## config.mk

```make
export PLATFORM = sky130hd
export DESIGN_NAME = set_assoc_lru_cache_sim
export DESIGN_NICKNAME = d
export VERILOG_FILES = /design/src/sv/salc_pkg.sv /design/src/sv/set_assoc_lru_cache_sim.sv /design/src/sv/salc_row_ram.sv /design/src/sv/salc_lookup.sv
export SDC_FILE = /design/constraint.sdc
export NUM_CORES = 2
export LEC_CHECK = 0
export ABC_AREA = 0
export BUFFER_PORTS_ARGS = -buffer_cell sky130_fd_sc_hd__buf_4
export CAP_MARGIN = 15
export CORE_MARGIN = 4
export CORE_UTILIZATION = 65
export CTS_BUF_LIST = sky130_fd_sc_hd__clkbuf_4 sky130_fd_sc_hd__clkbuf_8
export CTS_CLUSTER_SIZE = 10
export DETAILED_ROUTE_END_ITERATION = 10
export GPL_ROUTABILITY_DRIVEN = 0
export PLACE_DENSITY = 0.82
export SLEW_MARGIN = 20
export SYNTH_ARGS = -nofsm -noshare
export SYNTH_HDL_FRONTEND = slang
export SYNTH_SLANG_ARGS = --single-unit
```

## constraint.sdc

```tcl
create_clock -name clk -period 8.56 [get_ports clk]
set_input_delay 0.428 -clock clk [delete_from_list [all_inputs] [get_ports clk]]
set_output_delay 0.428 -clock clk [all_outputs]
set_load 0.02 [all_outputs]
```

## src/sv/salc_pkg.sv

```systemverilog
package salc_pkg;

    // way index as carried between modules, wide enough for the largest way count
    localparam int WAY_IDX_W = 4;
    // way count after clamping, holds up to sixteen
    localparam int WAY_CNT_W = 5;

    // configuration port
    localparam int CFG_IDX_W  = 2;
    localparam int CFG_DATA_W = 3;
    localparam logic [CFG_IDX_W-1:0] CFG_SET_INDEX_BITS = 2'd0;
    localparam logic [CFG_IDX_W-1:0] CFG_WAYS_IN_USE    = 2'd1;
    localparam logic [CFG_DATA_W-1:0] SET_INDEX_BITS_RESET = 3'd4;
    localparam logic [CFG_DATA_W-1:0] WAYS_IN_USE_RESET    = 3'd4;

    localparam logic [31:0] COUNT_MAX = 32'hFFFF_FFFF;

    typedef enum logic [1:0] {
        ST_CLEAR,
        ST_IDLE,
        ST_LOOKUP
    } salc_state_t;

    // outcome of one set lookup
    typedef struct packed {
        logic                 hit;
        logic                 evict;
        logic [WAY_IDX_W-1:0] way;
    } salc_result_t;

endpackage

```

## src/sv/set_assoc_lru_cache_sim.sv

```systemverilog
// set-associative cache directory with least-recently-used replacement
// input channel: in_valid / in_stall carry one word, a block number
// output channel: out_valid / out_stall carry hit, way_used, evicted and the
//   running hit and miss counts (saturating at all ones)
// config port: cfg_we, cfg_index, cfg_wdata; index 0 sets the number of set
//   index bits, index 1 the ways in use, other indexes are ignored
// each word is first read, taking the set row from the row ram, then looked up:
//   compare tags, update ranks and write the row back; the next word is taken
//   once the write has landed, so there are no same-set hazards
// a word accepted in idle has its result in the output register when its lookup ends
// after reset a clearing pass writes every row to zero while in_stall stays
//   high; config writes are taken during the pass
// a stalled result holds in the output register; a new word can still be
//   taken at the edge where the pending result is taken
module set_assoc_lru_cache_sim #(
    parameter int SETS       = 16,
    parameter int WAYS       = 4,
    parameter int BLOCK_BITS = 24
) (
    input  logic                            clk,
    input  logic                            rst_n,
    // input channel
    input  logic                            in_valid,
    output logic                            in_stall,
    input  logic [BLOCK_BITS-1:0]           block_number,
    // output channel
    output logic                            out_valid,
    input  logic                            out_stall,
    output logic                            hit,
    output logic [1:0]                      way_used,
    output logic                            evicted,
    output logic [31:0]                     hits_so_far,
    output logic [31:0]                     misses_so_far,
    // configuration
    input  logic                            cfg_we,
    input  logic [salc_pkg::CFG_IDX_W-1:0]  cfg_index,
    input  logic [salc_pkg::CFG_DATA_W-1:0] cfg_wdata
);

    localparam int SW     = (SETS > 1) ? $clog2(SETS) : 1;
    localparam int KMAX   = $clog2(SETS + 1) - 1;
    localparam int AW     = (WAYS > 1) ? $clog2(WAYS) : 1;
    localparam int ROW_W  = WAYS * (1 + AW + BLOCK_BITS);
    localparam int EXT_W  = (SW > BLOCK_BITS) ? SW : BLOCK_BITS;

    salc_pkg::salc_state_t state_reg, state_next;

    logic [SW-1:0]         clr_addr_reg, clr_addr_next;
    logic [BLOCK_BITS-1:0] blk_reg;
    logic [SW-1:0]         set_reg;
    logic                  out_valid_reg, out_valid_next;
    logic                  hit_reg;
    logic [1:0]            way_reg;
    logic                  evict_reg;
    logic [31:0]           hit_cnt_reg, hit_cnt_next;
    logic [31:0]           miss_cnt_reg, miss_cnt_next;
    logic [salc_pkg::CFG_DATA_W-1:0] set_bits_reg, ways_reg;

    logic                  in_take;
    logic                  out_take;
    logic [3:0]            k_eff;
    logic [salc_pkg::WAY_CNT_W-1:0] n_eff;
    logic [EXT_W-1:0]      blk_ext;
    logic [SW-1:0]         set_addr;

    logic                  mem_we;
    logic [SW-1:0]         mem_waddr;
    logic [ROW_W-1:0]      mem_wdata;
    logic [ROW_W-1:0]      row_rd;
    logic [ROW_W-1:0]      row_wr;
    salc_pkg::salc_result_t lk_res;

    // handshakes
    assign out_take = out_valid_reg && !out_stall;
    assign in_take  = in_valid && !in_stall;

    // clamp the config to what the geometry supports
    always_comb
    begin
        if ({1'b0, set_bits_reg} > 4'(KMAX))
        begin
            k_eff = 4'(KMAX);
        end
        else
        begin
            k_eff = {1'b0, set_bits_reg};
        end
        if (ways_reg == '0)
        begin
            n_eff = salc_pkg::WAY_CNT_W'(1);
        end
        else if ({2'b00, ways_reg} > salc_pkg::WAY_CNT_W'(WAYS))
        begin
            n_eff = salc_pkg::WAY_CNT_W'(WAYS);
        end
        else
        begin
            n_eff = {2'b00, ways_reg};
        end
    end

    // set = low k bits of the block number
    assign blk_ext = EXT_W'(block_number);
    always_comb
    begin
        for (int b = 0; b < SW; b++)
        begin
            set_addr[b] = blk_ext[b] && (b < int'(k_eff));
        end
    end

    // next state
    always_comb
    begin
        state_next = state_reg;
        case (state_reg)
            salc_pkg::ST_CLEAR:
            begin
                if (clr_addr_reg == SW'(SETS - 1))
                begin
                    state_next = salc_pkg::ST_IDLE;
                end
            end
            salc_pkg::ST_IDLE:
            begin
                if (in_take)
                begin
                    state_next = salc_pkg::ST_LOOKUP;
                end
            end
            salc_pkg::ST_LOOKUP:
            begin
                state_next = salc_pkg::ST_IDLE;
            end
            default:
            begin
                state_next = salc_pkg::ST_CLEAR;
            end
        endcase
    end

    // state outputs: stall, ram write, counters, result register
    always_comb
    begin
        in_stall       = 1'b1;
        mem_we         = 1'b0;
        mem_waddr      = set_reg;
        mem_wdata      = row_wr;
        clr_addr_next  = clr_addr_reg;
        out_valid_next = out_valid_reg && !out_take;
        hit_cnt_next   = hit_cnt_reg;
        miss_cnt_next  = miss_cnt_reg;
        case (state_reg)
            salc_pkg::ST_CLEAR:
            begin
                mem_we        = 1'b1;
                mem_waddr     = clr_addr_reg;
                mem_wdata     = '0;
                clr_addr_next = clr_addr_reg + SW'(1);
            end
            salc_pkg::ST_IDLE:
            begin
                // the result slot is free or is emptied at this edge
                in_stall = out_valid_reg && out_stall;
            end
            salc_pkg::ST_LOOKUP:
            begin
                mem_we         = 1'b1;
                out_valid_next = 1'b1;
                if (lk_res.hit)
                begin
                    if (hit_cnt_reg != salc_pkg::COUNT_MAX)
                    begin
                        hit_cnt_next = hit_cnt_reg + 32'd1;
                    end
                end
                else if (miss_cnt_reg != salc_pkg::COUNT_MAX)
                begin
                    miss_cnt_next = miss_cnt_reg + 32'd1;
                end
            end
            default:
            begin
                in_stall = 1'b1;
            end
        endcase
    end

    always_ff @(posedge clk or negedge rst_n)
    begin
        if (!rst_n)
        begin
            state_reg     <= salc_pkg::ST_CLEAR;
            clr_addr_reg  <= '0;
            out_valid_reg <= 1'b0;
            hit_cnt_reg   <= '0;
            miss_cnt_reg  <= '0;
            set_bits_reg  <= salc_pkg::SET_INDEX_BITS_RESET;
            ways_reg      <= salc_pkg::WAYS_IN_USE_RESET;
        end
        else
        begin
            state_reg     <= state_next;
            clr_addr_reg  <= clr_addr_next;
            out_valid_reg <= out_valid_next;
            hit_cnt_reg   <= hit_cnt_next;
            miss_cnt_reg  <= miss_cnt_next;
            if (cfg_we)
            begin
                case (cfg_index)
                    salc_pkg::CFG_SET_INDEX_BITS: set_bits_reg <= cfg_wdata;
                    salc_pkg::CFG_WAYS_IN_USE:    ways_reg     <= cfg_wdata;
                    default:                      ;
                endcase
            end
        end
    end

    // payload registers
    always_ff @(posedge clk)
    begin
        if (in_take)
        begin
            blk_reg <= block_number;
            set_reg <= set_addr;
        end
        if (state_reg == salc_pkg::ST_LOOKUP)
        begin
            hit_reg   <= lk_res.hit;
            way_reg   <= lk_res.way[1:0];
            evict_reg <= lk_res.evict;
        end
    end

    salc_row_ram #(
        .DEPTH  (SETS),
        .ADDR_W (SW),
        .WIDTH  (ROW_W)
    ) u_row_ram (
        .clk   (clk),
        .we    (mem_we),
        .waddr (mem_waddr),
        .wdata (mem_wdata),
        .re    (in_take),
        .raddr (set_addr),
        .rdata (row_rd)
    );

    salc_lookup #(
        .WAYS       (WAYS),
        .BLOCK_BITS (BLOCK_BITS),
        .AW         (AW),
        .ROW_W      (ROW_W)
    ) u_lookup (
        .row_rd (row_rd),
        .blk    (blk_reg),
        .n_ways (n_eff),
        .row_wr (row_wr),
        .result (lk_res)
    );

    // counters only move after the pending result has been taken
    assign out_valid     = out_valid_reg;
    assign hit           = hit_reg;
    assign way_used      = way_reg;
    assign evicted       = evict_reg;
    assign hits_so_far   = hit_cnt_reg;
    assign misses_so_far = miss_cnt_reg;

endmodule

```

## src/sv/salc_row_ram.sv

```systemverilog
module salc_row_ram #(
    parameter int DEPTH  = 16,
    parameter int ADDR_W = 4,
    parameter int WIDTH  = 108
) (
    input  logic              clk,
    input  logic              we,
    input  logic [ADDR_W-1:0] waddr,
    input  logic [WIDTH-1:0]  wdata,
    input  logic              re,
    input  logic [ADDR_W-1:0] raddr,
    output logic [WIDTH-1:0]  rdata
);

    logic [WIDTH-1:0] mem [DEPTH];

    always_ff @(posedge clk)
    begin
        if (we)
        begin
            mem[waddr] <= wdata;
        end
    end

    always_ff @(posedge clk)
    begin
        if (re)
        begin
            rdata <= mem[raddr];
        end
    end

endmodule

```

## src/sv/salc_lookup.sv

```systemverilog
module salc_lookup #(
    parameter int WAYS       = 4,
    parameter int BLOCK_BITS = 24,
    parameter int AW         = 2,
    parameter int ROW_W      = 4 * (1 + 2 + 24)
) (
    input  logic [ROW_W-1:0]               row_rd,
    input  logic [BLOCK_BITS-1:0]          blk,
    input  logic [salc_pkg::WAY_CNT_W-1:0] n_ways,
    output logic [ROW_W-1:0]               row_wr,
    output salc_pkg::salc_result_t         result
);

    localparam int SLOT_W = 1 + AW + BLOCK_BITS;
    localparam logic [AW-1:0] AGE_MAX = AW'(WAYS - 1);

    logic [WAYS-1:0][SLOT_W-1:0] slot_rd;
    logic [WAYS-1:0][SLOT_W-1:0] slot_wr;
    logic [WAYS-1:0][BLOCK_BITS-1:0] tag;
    logic [WAYS-1:0][AW-1:0] age;
    logic [WAYS-1:0] vld;
    logic [WAYS-1:0] in_use;

    logic                           hit_found;
    logic                           empty_found;
    logic [salc_pkg::WAY_IDX_W-1:0] hit_way;
    logic [salc_pkg::WAY_IDX_W-1:0] empty_way;
    logic [salc_pkg::WAY_IDX_W-1:0] lru_way;
    logic [salc_pkg::WAY_IDX_W-1:0] sel_way;
    logic [AW-1:0]                  oldest;
    logic [AW-1:0]                  mine;
    logic [AW-1:0]                  age_new;
    logic                           bump;

    assign slot_rd = row_rd;
    assign row_wr  = slot_wr;

    always_comb
    begin
        for (int w = 0; w < WAYS; w++)
        begin
            tag[w]    = slot_rd[w][BLOCK_BITS-1:0];
            age[w]    = slot_rd[w][BLOCK_BITS+AW-1:BLOCK_BITS];
            vld[w]    = slot_rd[w][SLOT_W-1];
            in_use[w] = (salc_pkg::WAY_CNT_W'(w) < n_ways);
        end
    end

    // first matching way, first empty way, first of the oldest ways
    always_comb
    begin
        hit_found   = 1'b0;
        hit_way     = '0;
        empty_found = 1'b0;
        empty_way   = '0;
        oldest      = age[0];
        lru_way     = '0;
        for (int w = 0; w < WAYS; w++)
        begin
            if (!hit_found && in_use[w] && vld[w] && tag[w] == blk)
            begin
                hit_found = 1'b1;
                hit_way   = salc_pkg::WAY_IDX_W'(w);
            end
            if (!empty_found && in_use[w] && !vld[w])
            begin
                empty_found = 1'b1;
                empty_way   = salc_pkg::WAY_IDX_W'(w);
            end
        end
        for (int w = 1; w < WAYS; w++)
        begin
            if (in_use[w] && age[w] > oldest)
            begin
                oldest  = age[w];
                lru_way = salc_pkg::WAY_IDX_W'(w);
            end
        end
    end

    always_comb
    begin
        if (hit_found)
        begin
            sel_way = hit_way;
        end
        else if (empty_found)
        begin
            sel_way = empty_way;
        end
        else
        begin
            sel_way = lru_way;
        end
        result.hit   = hit_found;
        result.evict = !hit_found && !empty_found;
        result.way   = sel_way;
    end

    // rank update: the chosen way becomes most recent, younger valid ways age by one (all valid ways on an empty fill)
    always_comb
    begin
        mine    = '0;
        bump    = 1'b0;
        age_new = '0;
        for (int w = 0; w < WAYS; w++)
        begin
            if (salc_pkg::WAY_IDX_W'(w) == sel_way)
            begin
                mine = age[w];
            end
        end
        for (int w = 0; w < WAYS; w++)
        begin
            slot_wr[w] = slot_rd[w];
            bump = in_use[w] && vld[w] && (salc_pkg::WAY_IDX_W'(w) != sel_way)
                && ((!hit_found && empty_found) || age[w] < mine);
            age_new = (age[w] >= AGE_MAX) ? AGE_MAX : age[w] + AW'(1);
            if (salc_pkg::WAY_IDX_W'(w) == sel_way)
            begin
                slot_wr[w] = {1'b1, {AW{1'b0}}, blk};
            end
            else if (bump)
            begin
                slot_wr[w] = {vld[w], age_new, tag[w]};
            end
        end
    end

endmodule

```

==> results_dict.tcl <==
set metrics [dict create \
    cts_inserted_buffers 312 \
    clkSlewWorstSetupHoldPaths_ps 70 \
    fp.dieH_um 357 \
    post-synth-top-area-fraction_pct 70.7 \
    drt_iter0_drc 8257 \
    drt-wirelength-per-cell_um 26.8 \
    drtPass1Iterations 6 \
    totalWireLength_um 210000 \
    worstPathMaxFanout 19 \
    largest_reg_flops 1728 \
    slew_violations 55 \
    initial_utilization_pct 65.8 \
    max-clock-path-buffers 4 \
    grt-ovfl-total 0 \
    postCtsSetupBuffers 0 \
    core_region_area_mm2 0.121 \
    synthArstFlopShare_pct 3.96 \
    detail_route.vias_per_cell 6.66 \
    row_count 127 \
    period_share_pct 84.3 \
    grtUsageTotal_pct 32.7 \
    worstPathRequired_ps 9190 \
    hold_ws_ps 158 \
    syn2layout_area_growth_pct 10.3 \
    layout.nets 6068 \
    power_frac_seq_pct 50.7 \
    synth.avg_cell_area_um2 13.5 \
    p_int_mw 18.9 \
    power.clock.fraction_pct 26.5 \
    criticalPathCategory "reg -> reg" \
    placement.cell_area_mm2 0.0814 \
    layout_setup_ws_ps 1340 \
    cts_tree "built" \
    seq_area_frac_synth_pct 73.1 \
    worst_setup_path_start_kind "flip-flop" \
    setup_total_negative_slack_ps 0 \
    skew_ps 82.3 \
    synth-edff-count 1868 \
    worstHoldStart "block_number[11]" \
    synth.top_cells.by_area "sky130_fd_sc_hd__edfxtp_1, sky130_fd_sc_hd__nand2_1, sky130_fd_sc_hd__and3_1" \
    post_drt_antenna_nets 0 \
    dieWidth_um 357 \
    netlist.top_cell.by_area "sky130_fd_sc_hd__edfxtp_1" \
    critPathLaunch "u_row_ram.rdata[25]$_DFFE_PP_" \
    drc_errors 0 \
    worst_hold_path_type "in -> reg" \
    share_comb_of_total_power_pct 22.7 \
    clk_root_buffer_cell "sky130_fd_sc_hd__clkbuf_8" \
    leakagePower_nw 31.1 \
    setup_repair_after_global_routing_missed_its_margin "false" \
    layout-drive-gt1-share_pct 12.9 \
    max_flop_register "u_row_ram.mem" \
    portBuffers 103 \
    timing.final.hold_violations 0 \
    slew_headroom_pct -3.47 \
    layout_min_cycle_time_ps 7220 \
    synthesis.instances 5898 \
    timing.max_cap.violations 0 \
    cts-htree-levels 5 \
    dp_worst_setup_slack_ps 1630 \
    synthesis.area_mm2 0.0794 \
    ctsHoldBuffers 35 \
    synth_ff_type "sky130_fd_sc_hd__edfxtp_1" \
    power.net_switching_mw 8.91 \
    largest_registers_in_the_final_layout "u_row_ram.mem x1728, u_row_ram.rdata x108" \
    signal_arrival_time_at_the_worst_endpoint_ps 7840 \
    finish.cell_count_without_fillers 7844 \
    fmaxAchievable_mhz 139 \
    finalInstanceArea_mm2 0.0875 \
    number_of_antenna_violations_at_the_first_check_in_global_routing 2 \
    ios 104 \
    worst_r2r_startpoint "u_row_ram.rdata[25]$_DFFE_PP_" \
    timing.critical_path.to_type "flip-flop" \
    max_slew.worst_pin.slew_ps 1550 \
    postLayoutCoreUtil_pct 72.6 \
    ir_worst_vdd_v 0.000347 \
    source_to_sink_clock_delay_at_the_later_pin_of_the_worst_skew_pair_ps 1030 \
    synth.lib_cells_used.distinct 66 \
    ys_warn_count 0 \
    failed_checks "max-slew violations" \
    outcome "finished, violations left" \
    grt_first_pass_wirelength_um 309000 \
    dp_hpwl_um 97800 \
    grt_start_max_net_pins 222 \
    total_number_of_vias 52200 \
    synth_seq_cells 1945 \
    dp.cells 7280 \
    power_per_cell_area_mw_per_mm2 318 \
    cts_sinks 1945 \
    setup_viol 0 \
    overall_die_area_mm2 0.128 \
    synth_fp_nets 5945 \
    report.power.total_mw 27.8 \
    grt_pass1_vias 51000 \
    sw_frac_of_total_pct 32.0 \
    cts_repair_resize_count 0 \
]
-- synth_stat cells, types with 8 or more instances --
cell                       number
sky130_fd_sc_hd__edfxtp_1    1868
sky130_fd_sc_hd__nand2_1     1789
sky130_fd_sc_hd__and3_1       441
sky130_fd_sc_hd__a31oi_1      438
sky130_fd_sc_hd__clkbuf_1     334
sky130_fd_sc_hd__mux4_2       108
sky130_fd_sc_hd__nand3_1      104
sky130_fd_sc_hd__xnor2_1       93
sky130_fd_sc_hd__a21oi_1       88
sky130_fd_sc_hd__o21ai_0       85
sky130_fd_sc_hd__dfrtp_1       75
sky130_fd_sc_hd__nor2_1        71
sky130_fd_sc_hd__xor2_1        69
sky130_fd_sc_hd__nand4_1       42
sky130_fd_sc_hd__nor4_1        34
sky130_fd_sc_hd__inv_1         27
sky130_fd_sc_hd__buf_2         26
sky130_fd_sc_hd__mux2i_1       25
sky130_fd_sc_hd__nor3_1        22
sky130_fd_sc_hd__ha_1          13
sky130_fd_sc_hd__buf_1         10
sky130_fd_sc_hd__buf_4         10
sky130_fd_sc_hd__buf_6          9
sky130_fd_sc_hd__mux2_2         9
sky130_fd_sc_hd__and4_1         8
sky130_fd_sc_hd__nor2b_1        8
-- power by group through the flow --
stage | clock network, mW | logic (mW) | registers, mW
floorplan | 0 | 3.87 | 14.1
global placement | 0 | 5.82 | 14.2
detailed placement | 0 | 6.07 | 14.3
CTS | 7.42 | 6.12 | 14.1
global route | 7.90 | 6.71 | 14.2
finish | 7.39 | 6.33 | 14.1
-- cell usage in the layout (no fill, tap or decap), types with 5 or more instances in the layout --
cell type / n
sky130_fd_sc_hd__buf_4: 145
sky130_fd_sc_hd__a31oi_1: 438
sky130_fd_sc_hd__and2_1: 6
sky130_fd_sc_hd__and4_1: 8
sky130_fd_sc_hd__nor3_1: 22
sky130_fd_sc_hd__edfxtp_1: 1868
sky130_fd_sc_hd__nand2b_1: 5
sky130_fd_sc_hd__a21oi_2: 13
sky130_fd_sc_hd__clkbuf_8: 316
sky130_fd_sc_hd__xnor2_1: 93
sky130_fd_sc_hd__inv_1: 27
sky130_fd_sc_hd__mux2i_1: 25
sky130_fd_sc_hd__mux4_2: 108
sky130_fd_sc_hd__clkinv_2: 32
sky130_fd_sc_hd__or3_1: 6
sky130_fd_sc_hd__clkbuf_4: 102
sky130_fd_sc_hd__clkinv_1: 64
sky130_fd_sc_hd__nor2b_1: 8
sky130_fd_sc_hd__or2_2: 5
sky130_fd_sc_hd__nand3_1: 104
sky130_fd_sc_hd__a21oi_1: 74
sky130_fd_sc_hd__nand2_1: 1787
sky130_fd_sc_hd__and3_1: 441
sky130_fd_sc_hd__clkinvlp_4: 6
sky130_fd_sc_hd__o211ai_1: 5
sky130_fd_sc_hd__buf_12: 18
sky130_fd_sc_hd__nor4_1: 34
sky130_fd_sc_hd__nor2_4: 16
sky130_fd_sc_hd__dfrtp_1: 75
sky130_fd_sc_hd__mux2_2: 9
sky130_fd_sc_hd__nor2_1: 55
sky130_fd_sc_hd__xor2_1: 69
sky130_fd_sc_hd__nand4_1: 42
sky130_fd_sc_hd__ha_1: 13
sky130_fd_sc_hd__dlygate4sd3_1: 36
sky130_fd_sc_hd__o21ai_0: 84
-- final timing paths --
check / endpoint / slack, ps / cells past startpoint
max in group asynchronous: ways_reg[2]$_DFFE_PN1P_ / 7500 / 4
min: blk_reg[11]$_DFFE_PP_ / 160 / 2
max reg2reg: u_row_ram.mem[9][52]$_DFFE_PP_ / 1340 / 23
min in group asynchronous: misses_so_far[6]$_DFFE_PN0P_ / 410 / 3
max: u_row_ram.mem[9][52]$_DFFE_PP_ / 1340 / 23
min reg2reg: misses_so_far[10]$_DFFE_PN0P_ / 490 / 1
-- cell families after synthesis --
| group | after synthesis | share of synthesized area (%) |
|---|---|---|
| AOI/OAI and AO/OA | 646 | 4.90 |
| xor gates and xnor gates | 162 | 1.79 |
| adders and majority gates | 13 | 0.205 |
| buffers and inverters | 424 | 2.18 |
| DFF | 1945 | 73.1 |
| muxes | 142 | 3.51 |
| and+or+nand+nor | 2566 | 14.3 |
-- critical path: stages (launching register included) --
cell                       delay [ps]
sky130_fd_sc_hd__edfxtp_1         450
sky130_fd_sc_hd__inv_1            100
sky130_fd_sc_hd__ha_1             320
sky130_fd_sc_hd__nor2b_1          130
sky130_fd_sc_hd__o21ai_0          490
sky130_fd_sc_hd__nor2_1           100
sky130_fd_sc_hd__a21oi_1          260
sky130_fd_sc_hd__ha_1             290
sky130_fd_sc_hd__nor2b_1          130
sky130_fd_sc_hd__o211ai_1         310
sky130_fd_sc_hd__mux2_2           390
sky130_fd_sc_hd__ha_1             270
sky130_fd_sc_hd__nand2_1           70
sky130_fd_sc_hd__o211ai_1         100
sky130_fd_sc_hd__and3_1           210
sky130_fd_sc_hd__o22ai_2          230
sky130_fd_sc_hd__and2_1           630
sky130_fd_sc_hd__buf_4            530
sky130_fd_sc_hd__o211ai_1         140
sky130_fd_sc_hd__o21ai_1          250
sky130_fd_sc_hd__ha_1             330
sky130_fd_sc_hd__o22ai_1          210
sky130_fd_sc_hd__nand3_1          120
sky130_fd_sc_hd__a21boi_1         780
-- routing by layer --
metal	global-route usage (%)	vias to the layer above	share of wire (%)
li1	-	22000	-
met1	44.4	25300	34
met2	50.4	4223	46
met3	8.40	760	15
met4	15.5	0	4.9
met5	0	-	0
-- layout make-up --
type	count	area (µm²)
fillers	7197	33100
multi-input cells	3529	19900
inverters	31	133
clock buffers	417	5110
clock inverters	104	509
flip-flops and latches	1945	58000
repair buffers	202	1870
well taps	1612	2020
diodes	4	10.0
Note: power is estimated with default switching activity, not from simulation.
